File: src/rtl/psb_pkg.sv
`timescale 1ns / 1ps
`default_nettype none
package psb_pkg;

  localparam int RCP_K = 22;
  localparam int DIV_W = 23;

  localparam logic [1:0] OP_WR_PAL = 2'd0;
  localparam logic [1:0] OP_WR_PIX = 2'd1;
  localparam logic [1:0] OP_FETCH  = 2'd2;

  localparam logic [2:0] REG_SCR_WIDTH    = 3'd0;
  localparam logic [2:0] REG_SCR_HEIGHT   = 3'd1;
  localparam logic [2:0] REG_PIXEL_FORMAT = 3'd2;
  localparam logic [2:0] REG_RED_SHIFT    = 3'd3;
  localparam logic [2:0] REG_GREEN_SHIFT  = 3'd4;
  localparam logic [2:0] REG_BLUE_SHIFT   = 3'd5;
  localparam logic [2:0] REG_SCALE_FORCED = 3'd6;
  localparam logic [2:0] REG_SCALE_FACTOR = 3'd7;

  localparam logic [7:0] MASK_R565 = 8'hF8;
  localparam logic [7:0] MASK_G565 = 8'hFC;

  typedef struct packed {
    logic [1:0]  opcode;
    logic [7:0]  palette_slot;
    logic [7:0]  red_in;
    logic [7:0]  green_in;
    logic [7:0]  blue_in;
    logic [15:0] frame_address;
    logic [7:0]  color_index;
    logic [11:0] out_x;
    logic [11:0] out_y;
  } in_t;

  typedef struct packed {
    logic [31:0] pixel_word;
    logic        in_picture;
  } out_t;

  typedef struct packed {
    logic [11:0] scr_width;
    logic [11:0] scr_height;
    logic        pixel_format;
    logic [4:0]  red_shift;
    logic [4:0]  green_shift;
    logic [4:0]  blue_shift;
    logic        scale_forced;
    logic [4:0]  scale_factor;
  } cfg_t;

  typedef struct packed {
    logic [11:0]      tw;
    logic [11:0]      th;
    logic [11:0]      xo;
    logic [11:0]      yo;
    logic [DIV_W-1:0] rw;
    logic [DIV_W-1:0] rh;
  } geom_t;

  function automatic logic [31:0] pack_pixel(cfg_t c, logic [23:0] rgb);
    logic [7:0] r;
    logic [7:0] g;
    logic [7:0] b;
    r = rgb[23:16];
    g = rgb[15:8];
    b = rgb[7:0];
    if (!c.pixel_format) begin
      return {16'd0, r[7:3] & MASK_R565[7:3], g[7:2] & MASK_G565[7:2], b[7:3]};
    end
    return ({24'd0, r} << c.red_shift) | ({24'd0, g} << c.green_shift) |
           ({24'd0, b} << c.blue_shift);
  endfunction

endpackage
`default_nettype wire

File: src/rtl/psb_geom.sv
`timescale 1ns / 1ps
`default_nettype none
module psb_geom #(
  parameter int SRC_WIDTH  = 320,
  parameter int SRC_HEIGHT = 200
) (
  input  wire logic          clk,
  input  wire logic          rst_n,
  input  wire logic          start,
  input  wire psb_pkg::cfg_t cfg,
  output psb_pkg::geom_t     geom,
  output logic               busy
);

  localparam logic [2:0] G_FIT  = 3'd0;
  localparam logic [2:0] G_DIV  = 3'd1;
  localparam logic [2:0] G_TGT  = 3'd2;
  localparam logic [2:0] G_RW   = 3'd3;
  localparam logic [2:0] G_RH   = 3'd4;
  localparam logic [2:0] G_IDLE = 3'd5;
  localparam logic [2:0] G_QF   = 3'd6;

  localparam int DW = psb_pkg::DIV_W;
  localparam logic [DW-1:0] RCP_ONE = DW'(1) << psb_pkg::RCP_K;

  // constant reciprocals, exact floor for numerators below 2^22
  localparam int CSH = 33;
  localparam logic [29:0] INV_SW =
    30'(((64'd1 << CSH) + 64'(SRC_WIDTH) - 64'd1) / 64'(SRC_WIDTH));
  localparam logic [29:0] INV_SH =
    30'(((64'd1 << CSH) + 64'(SRC_HEIGHT) - 64'd1) / 64'(SRC_HEIGHT));

  logic [2:0]    state_r;
  logic [2:0]    ret_r;
  logic [4:0]    cnt_r;
  logic [DW-1:0] dq_r;
  logic [11:0]   dvs_r;
  logic [11:0]   rem_r;
  logic          cond_r;
  psb_pkg::geom_t geom_r;

  logic [21:0] wsh;
  logic [21:0] hsw;
  logic        cond;
  logic [51:0] fq_prod;
  logic [12:0] sh;
  logic        ge;
  logic [11:0] fitw;
  logic [11:0] fith;
  logic [4:0]  fct;
  logic [15:0] ttw;
  logic [15:0] tth;
  logic [11:0] tw_nxt;
  logic [11:0] th_nxt;

  always_comb begin
    wsh  = {10'd0, cfg.scr_width} * 22'(SRC_HEIGHT);
    hsw  = {10'd0, cfg.scr_height} * 22'(SRC_WIDTH);
    cond = wsh <= hsw;
    fq_prod = {30'd0, dq_r[21:0]} * {22'd0, (cond_r ? INV_SW : INV_SH)};
    sh   = {rem_r, dq_r[DW-1]};
    ge   = sh >= {1'b0, dvs_r};
    fitw = cond_r ? cfg.scr_width : dq_r[11:0];
    fith = cond_r ? dq_r[11:0] : cfg.scr_height;
    fct  = (cfg.scale_factor == 5'd0) ? 5'd1 : cfg.scale_factor;
    if (cfg.scale_forced) begin
      ttw = {11'd0, fct} * 16'(SRC_WIDTH);
      tth = {11'd0, fct} * 16'(SRC_HEIGHT);
    end else begin
      ttw = {4'd0, fitw};
      tth = {4'd0, fith};
    end
    if (ttw == 16'd0) begin
      ttw = 16'd1;
    end
    if (tth == 16'd0) begin
      tth = 16'd1;
    end
    if (ttw > {4'd0, cfg.scr_width} || tth > {4'd0, cfg.scr_height}) begin
      tw_nxt = fitw;
      th_nxt = fith;
    end else begin
      tw_nxt = ttw[11:0];
      th_nxt = tth[11:0];
    end
  end

  always_ff @(posedge clk) begin
    if (!rst_n) begin
      state_r <= G_FIT;
    end else if (start) begin
      state_r <= G_FIT;
    end else begin
      unique case (state_r)
        G_FIT: begin
          dq_r    <= DW'(cond ? wsh : hsw);
          cond_r  <= cond;
          state_r <= G_QF;
        end
        G_QF: begin
          dq_r    <= DW'(fq_prod[51:CSH]);
          state_r <= G_TGT;
        end
        G_DIV: begin
          rem_r <= ge ? 12'(sh - {1'b0, dvs_r}) : sh[11:0];
          dq_r  <= {dq_r[DW-2:0], ge};
          cnt_r <= cnt_r + 5'd1;
          if (cnt_r == 5'(DW - 1)) begin
            state_r <= ret_r;
          end
        end
        G_TGT: begin
          geom_r.tw <= tw_nxt;
          geom_r.th <= th_nxt;
          geom_r.xo <= (cfg.scr_width - tw_nxt) >> 1;
          geom_r.yo <= (cfg.scr_height - th_nxt) >> 1;
          dq_r      <= RCP_ONE;
          dvs_r     <= tw_nxt;
          rem_r     <= '0;
          cnt_r     <= '0;
          ret_r     <= G_RW;
          state_r   <= G_DIV;
        end
        G_RW: begin
          geom_r.rw <= dq_r;
          dq_r      <= RCP_ONE;
          dvs_r     <= geom_r.th;
          rem_r     <= '0;
          cnt_r     <= '0;
          ret_r     <= G_RH;
          state_r   <= G_DIV;
        end
        G_RH: begin
          geom_r.rh <= dq_r;
          state_r   <= G_IDLE;
        end
        G_IDLE: begin
          state_r <= G_IDLE;
        end
        default: begin
          state_r <= G_FIT;
        end
      endcase
    end
  end

  assign geom = geom_r;
  assign busy = state_r != G_IDLE;

endmodule
`default_nettype wire

File: config.mk
export PLATFORM = sky130hd
export DESIGN_NAME = psb_geom
export DESIGN_NICKNAME = d
export VERILOG_FILES = /design/src/rtl/psb_pkg.sv /design/src/rtl/psb_geom.sv
export SDC_FILE = /design/constraint.sdc
export NUM_CORES = 1
export LEC_CHECK = 0
export ABC_AREA = 1
export BUFFER_PORTS_ARGS = -buffer_cell sky130_fd_sc_hd__buf_4
export CAP_MARGIN = 30
export CORE_MARGIN = 4
export CORE_UTILIZATION = 40
export CTS_BUF_LIST = sky130_fd_sc_hd__clkbuf_16
export CTS_CLUSTER_DIAMETER = 80
export DETAILED_ROUTE_END_ITERATION = 10
export SLEW_MARGIN = 0
export SYNTH_ARGS = -nofsm -noshare
export SYNTH_HDL_FRONTEND = slang
export SYNTH_SLANG_ARGS = --single-unit
File: constraint.sdc
create_clock -name clk -period 6.9 [get_ports clk]
set_input_delay 0.345 -clock clk [delete_from_list [all_inputs] [get_ports clk]]
set_output_delay 0.345 -clock clk [all_outputs]
set_load 0.02 [all_outputs]
==> metrics.cfg, run 1 <==
[synthesis]
ys_seq_area_share_pct=18.3
synth_cell_type_count=51
synth-warning-count=0
synth_top_cell_by_area=fa_1
ys.flop_type=edfxtp_1
syn_avg_cell_area_um2=8.87
ys_ff_latch=150
synth_edf_count=147
syn-cell-area_um2=24400
synth_cells=2751
synth_async_sr_flop_share_pct=0
synth_area_leaders=fa_1 28%, ha_1 19%, edfxtp_1 18%
yosysTopAreaCellShare_pct=28.2

[timing]
max_slew_margin_pct=36.0
fin_ws_ns=0.134
final.setup_skew_ns=0.0266
hold_viol=0
fin_crit_sh_pct=98.1
period_minus_slack_ns=6.77
rsz0062_at_grt=true
worst_pin_slew_ns=0.955
max_freq_mhz=148
slew_violations=0
finalSetupViolations=0

[global_routing]
grt_usage_pct=23.2
grt_pass1_wl_um=115000
grt_pass1_vias=20158
grt_max_degree=47
antenna_found_initial=1
grt_overflow=0

[placement]
dp_hpwl_um=66300
routabilityCongestion=1.02
dp_worst_setup_slack_ns=-0.232
port_buffers=125

[setup_path]
worstSetupPathType=flop to flop
reg2reg_to=dq_r[12]$_DFFE_PP_
end_kind=flop
r2r-start=cond_r$_DFFE_PP_
max_stage_delay_ns=0.64
worstPathRequired_ns=7.20
crit_slowest_cell=fa_2
arrival_ns=7.07
path_max_fanout=7
worstRegToRegCells=30
worst_path_most_repeated_cell=fa_1
startpoint_type=flop
critPathLaunch=cond_r$_DFFE_PP_
regToRegSetupSlack_ns=0.13

[final_layout]
nNetsFinal=3964
num_antenna_cells=0
drive_above_1_share_pct=20.0
final_common_cell=inv_1
syn_to_final_growth_pct=22.7
mostFrequentLayoutCells=740 x inv_1, 399 x buf_4, 351 x ha_1

[floorplan]
die_area_um2=65000
die_w_um=255
rows=90
die_h_um=255
start_util_pct=40.4
ios=144
core-area_um2=60400

[clocking]
clk_latency_ns=0.46
cts_sinks=150
clock_tree.root_cell=clkbuf_16
numCtsBuffers=17
cts_buffer_depth=2
htreeDepth=4
cts_tree=yes
path_clk_slew_ns=0.07

[detailed_routing]
finalWirelength_um=76000
drtAntennaViolNets=0
drc_errors=0
drt_iter0_drc=1244
first_pass_iters=5
wire_per_inst_um=19.0
viasPerCell=4.99
via_count=19920

[hold_path]
hold_path_class=input port to flop
worstHoldPathCells=4
min_from=start
worstHoldEndpoint=state_r[1]$_SDFFE_PP0P_

[flow_run]
drv_cap=0

[outcome]
status=complete, no violations

## sequential cells by signal (all words and copies together) (netlist names)
name,cells
cnt_r,5
cond_r,1
dq_r,23
dvs_r,12
geom,92
rem_r,12
ret_r,2
state_r,3
## cell families (layout without fill, tap and decap cells)
family | after synthesis | count (layout) | share of synthesized area [%]
AO/OA/AOI/OAI | 351 | 351 | 7.99
buffers and inverters | 792 | 1204 | 12.4
other | 2 | 51 | 0.0308
XOR/XNOR | 58 | 58 | 2.08
AND/OR/NAND/NOR | 682 | 682 | 11.8
adder cells (fa/ha/maj) | 716 | 716 | 47.3
flip-flops | 150 | 150 | 18.3
## cell type report
class                   instances  area [um^2]
flip-flops and latches        150         4470
multi-input cells            1858        17800
fillers                      5672        30400
clock inverters                15          161
repair buffers                411         3210
clock buffers                  17          425
well taps                     782          978
inverters                     761         2870
## what timing repair did
action	in CTS	in global routing
setup endpoints to repair	11	15
pin swaps	8	98
resized for setup	24	175
setup buffers	1	20
endpoints found under the hold margin	0	0
hold buffers	0	0
cloned	0	2
## Yosys cell counts (2+ instances only)
cell,instances
a21oi_1,126
xor2_1,33
o21a_1,6
nor3b_1,2
edfxtp_1,147
clkbuf_1,15
o22ai_1,6
o21bai_1,12
o211ai_1,7
inv_1,757
nor4_1,6
o21ai_0,134
buf_2,6
a21o_1,18
ha_1,372
a211oi_1,4
nand3_2,5
nor2_2,4
or2_1,2
a31oi_1,9
buf_4,5
o21ai_1,15
conb_1,2
o21ai_2,5
clkinv_1,2
nand3b_1,8
and2_1,2
a21boi_0,3
fa_1,344
buf_6,4
nand2_4,2
xnor2_1,25
dfxtp_1,3
nand4_1,14
nand2_2,10
nand2_1,367
or2_2,12
nor2_1,155
nand3_1,74
nor3_1,17
## per-stage QoR
stage	utilization, %	std cells	hold WS, ns	instance area [um^2]	setup TNS (ns)
2_1_floorplan	-	2800	0.463	24600	0
6_report	49.6	3994	0.213	29900	0
3_5_place_dp	47.1	3939	0.530	28400	-0.969
3_3_place_gp	47.1	3939	0.506	28400	-0.483
4_1_cts	48.2	3972	0.193	29100	-0.0906
5_1_grt	49.6	3994	0.237	29900	-0.386
## how the worst max path moves through the flow
| stage | endpoint | slack [ns] | depth (start not counted) |
|---|---|---|---|
| floorplan | dq_r[14]$_DFFE_PP_ | 0.23 | 29 |
| global placement | dq_r[14]$_DFFE_PP_ | -0.12 | 28 |
| detailed placement | dq_r[14]$_DFFE_PP_ | -0.23 | 28 |
| CTS | dq_r[12]$_DFFE_PP_ | -0.04 | 31 |
| global route | dq_r[9]$_DFFE_PP_ | -0.07 | 26 |
| finish | dq_r[12]$_DFFE_PP_ | 0.13 | 30 |
## critical path, delay by kind of cell (launching register included)
kind,cells,cell delay [ns]
compound gates,7,0.78
fa+ha+maj,8,3.95
buf+inv,9,0.98
flops,1,0.42
simple gates,6,0.45
## layer usage
layer  vias up  track usage (%)  routed length [um]
met3        84             5.00                5690
met1      9807             33.9               34700
met4         2             4.71                1750
li1       9430                -                   -
met2       597             35.9               33800
met5         -                0                  13
Power of run 1 is left out: the tool's default activity adds up to more than one toggle a clock period on the data nets, which glitch-free logic cannot reach.
==> run 2, diff against run 1 <==
--- a/config.mk
+++ b/config.mk
@@ -5,14 +5,16 @@
 export SDC_FILE = /design/constraint.sdc
 export NUM_CORES = 1
 export LEC_CHECK = 0
-export ABC_AREA = 1
+export ABC_AREA = 0
 export BUFFER_PORTS_ARGS = -buffer_cell sky130_fd_sc_hd__buf_4
 export CAP_MARGIN = 30
+export CELL_PAD_IN_SITES_DETAIL_PLACEMENT = 0
+export CELL_PAD_IN_SITES_GLOBAL_PLACEMENT = 1
 export CORE_MARGIN = 4
 export CORE_UTILIZATION = 40
-export CTS_BUF_LIST = sky130_fd_sc_hd__clkbuf_16
 export CTS_CLUSTER_DIAMETER = 80
 export DETAILED_ROUTE_END_ITERATION = 10
+export PLACE_DENSITY_LB_ADDON = 0.1
 export SLEW_MARGIN = 0
 export SYNTH_ARGS = -nofsm -noshare
 export SYNTH_HDL_FRONTEND = slang
==> run 2 against run 1 <==
  * Critical endpoint is now dq_r[14]$_DFFE_PP_
  * Design area decreased by 5.5%
  * Flip-flop and latch count unchanged
  * The flow now finishes with violations (negative setup slack)
  * Synthesized area decreased by 4.3%
  * Non-clock buffer count decreased by 33
  * Register-to-register slack got worse by 0.41 ns
  * Cell count decreased by 12%
  * Sequential share of layout area increased by 0.87 points
  * Via count decreased by 14%
  * Highest routed layer unchanged
==> metrics.cfg, run 2 <==
[final_layout]
finalCoreUtilization_pct=48.9
drive_above_1_share_pct=19.8
nNetsFinal=3485
final_common_cell=inv_1
syn_to_final_growth_pct=21.1
mostFrequentLayoutCells=580 x inv_1, 368 x buf_4, 366 x ha_1
largest_register_ffs=92

[flow_run]
drv_cap=0

[global_routing]
grt_max_degree=47
grt_overflow=0
grt_pass1_wl_um=110000
grt_pass1_vias=18222
grt_usage_pct=23.0
antenna_found_initial=3

[hold_path]
min_from=cfg[34]
hold_path_class=input port to flop
worstHoldPathCells=3
worstHoldEndpoint=dq_r[3]$_DFFE_PP_

[synthesis]
ys.flop_type=edfxtp_1
synth_cells=2312
synthAdderAreaFrac_pct=49.4
ys_seq_area_share_pct=19.2
syn-cell-area_um2=23400
synth_top_family_by_area=adder cells
yosysTopAreaCellShare_pct=29.5
ys_ff_latch=150
synth_area_leaders=fa_1 29%, ha_1 20%, edfxtp_1 19%
yosys.area_share.simple_pct=8.41
ys_top_cells_by_count=596 x inv_1, 372 x ha_1, 344 x fa_1
synth_async_sr_flop_share_pct=0
synthMuxAreaShare_pct=2.00
syn_avg_cell_area_um2=10.1
synth-xor-area-share_pct=2.66
synth-warning-count=0
synth_cell_type_count=78
synth_edf_count=147
synth_most_common_cell=inv_1
synth_compound_area_share_pct=7.91
synth_top_cell_by_area=fa_1

[clocking]
numCtsBuffers=17
path_clk_slew_ns=0.07
clock_tree.root_cell=clkbuf_16
cts_sinks=150
cts_buffer_depth=2
clk_latency_ns=0.44
ctsHoldBuffers=0
htreeDepth=4
cts_tree=yes

[placement]
routabilityCongestion=0.884
port_buffers=125
dp_hpwl_um=62700

[detailed_routing]
drc_errors=0
wl_met1_um=34300
via_count=17177
wl_met2_um=32400
routed.top_layer=met5
viasPerCell=4.91
drt_iter0_drc=946
dr_wl_met3_um=2470
wire_per_inst_um=20.1
drtAntennaViolNets=0
finalWirelength_um=70500
first_pass_iters=6

[timing]
final.setup_skew_ns=0.0189
worst_pin_slew_ns=0.814
fin_crit_sh_pct=104
max_slew_margin_pct=45.5
hold_viol=0
slew_violations=0
period_minus_slack_ns=7.18
finalSetupViolations=12
fin_ws_ns=-0.278
max_freq_mhz=139
rsz0062_at_grt=true

[floorplan]
ios=144
core-area_um2=57800
start_util_pct=40.4
rows=88
die_area_um2=62300
die_w_um=250
die_h_um=250

[outcome]
status=finished with violations
violations=negative setup slack

[setup_path]
worstSetupPathType=flop to flop
worstPathRequired_ns=7.08
regToRegSetupSlack_ns=-0.28
end_kind=flop
startpoint_type=flop
reg2reg_to=dq_r[14]$_DFFE_PP_
path_max_fanout=5
worstRegToRegCells=27
r2r-start=dq_r[1]$_DFFE_PP_
arrival_ns=7.36

run 2: area by class of cell:
cell class	instances	area, um^2
Fill cell	5521	29500
Antenna cell	2	5.00
Clock buffer	17	425
Sequential cell	150	4470
Multi-Input combinational cell	1574	17000
Inverter	599	2260
Clock inverter	15	191
Timing Repair Buffer	378	2960
Tap cell	765	957
run 2: how the worst max path moves through the flow:
stage / start / end / slack [ns] / depth (start not counted)
after floorplan: cond_r$_DFFE_PP_ / dq_r[14]$_DFFE_PP_ / -0.05 / 27
after global placement: cond_r$_DFFE_PP_ / dq_r[12]$_DFFE_PP_ / -0.44 / 27
after detailed placement: cond_r$_DFFE_PP_ / dq_r[12]$_DFFE_PP_ / -0.49 / 27
after CTS: cond_r$_DFFE_PP_ / dq_r[14]$_DFFE_PP_ / -0.31 / 27
after global routing: cond_r$_DFFE_PP_ / dq_r[14]$_DFFE_PP_ / -0.55 / 27
final: dq_r[1]$_DFFE_PP_ / dq_r[14]$_DFFE_PP_ / -0.28 / 27
run 2: logic make-up (layout without fill, tap and decap cells):
kind of cell / count (synthesis) / count (layout)
and+or+nand+nor: 402 / 402
xor gates and xnor gates: 71 / 71
AOI/OAI and AO/OA: 289 / 289
adders and majority gates: 717 / 717
DFF: 150 / 150
muxes: 44 / 44
buffers and inverters: 637 / 1009
other: 2 / 53
run 2: routing by layer:
metal / global-route usage [%] / vias up
met5: 0 / -
met4: 4.42 / 2
met3: 2.75 / 66
met2: 37.0 / 315
met1: 33.9 / 8599
li1: - / 8195
run 2: metrics by stage:
step / area (um^2) / hold slack, ns / setup TNS (ns) / instances / setup WS, ns
4_1_cts: 28200 / 0.373 / -1.98 / 3491 / -0.312
5_1_grt: 28300 / 0.379 / -5.32 / 3499 / -0.551
2_1_floorplan: 23900 / 0.469 / -0.0519 / 2361 / -0.0519
6_report: 28300 / 0.400 / -1.70 / 3500 / -0.278
3_3_place_gp: 27400 / 0.524 / -3.70 / 3449 / -0.439
3_5_place_dp: 27400 / 0.524 / -4.68 / 3452 / -0.492
run 2: critical path, cell delays in order (launching register included):
cell,delay (ns)
edfxtp_1,0.47
nor2b_2,0.20
buf_4,0.14
buf_4,0.16
fa_1,0.49
inv_1,0.06
fa_1,0.50
inv_1,0.06
fa_1,0.41
fa_1,0.50
inv_1,0.05
fa_1,0.51
inv_1,0.06
fa_1,0.52
fa_1,0.43
ha_1,0.30
a21o_1,0.12
a21oi_2,0.07
o211ai_1,0.11
a21oi_2,0.06
buf_4,0.17
o211ai_1,0.24
buf_4,0.19
a211oi_4,0.08
or4_1,0.51
nand3b_1,0.15
mux2i_1,0.24
o211ai_1,0.10
run 2: what timing repair did:
item	CTS	global route
resized for setup	18	22
pin swaps	11	9
setup endpoints to repair	15	18
buffers inserted	7	6
Power of run 2 is left out for the same reason.
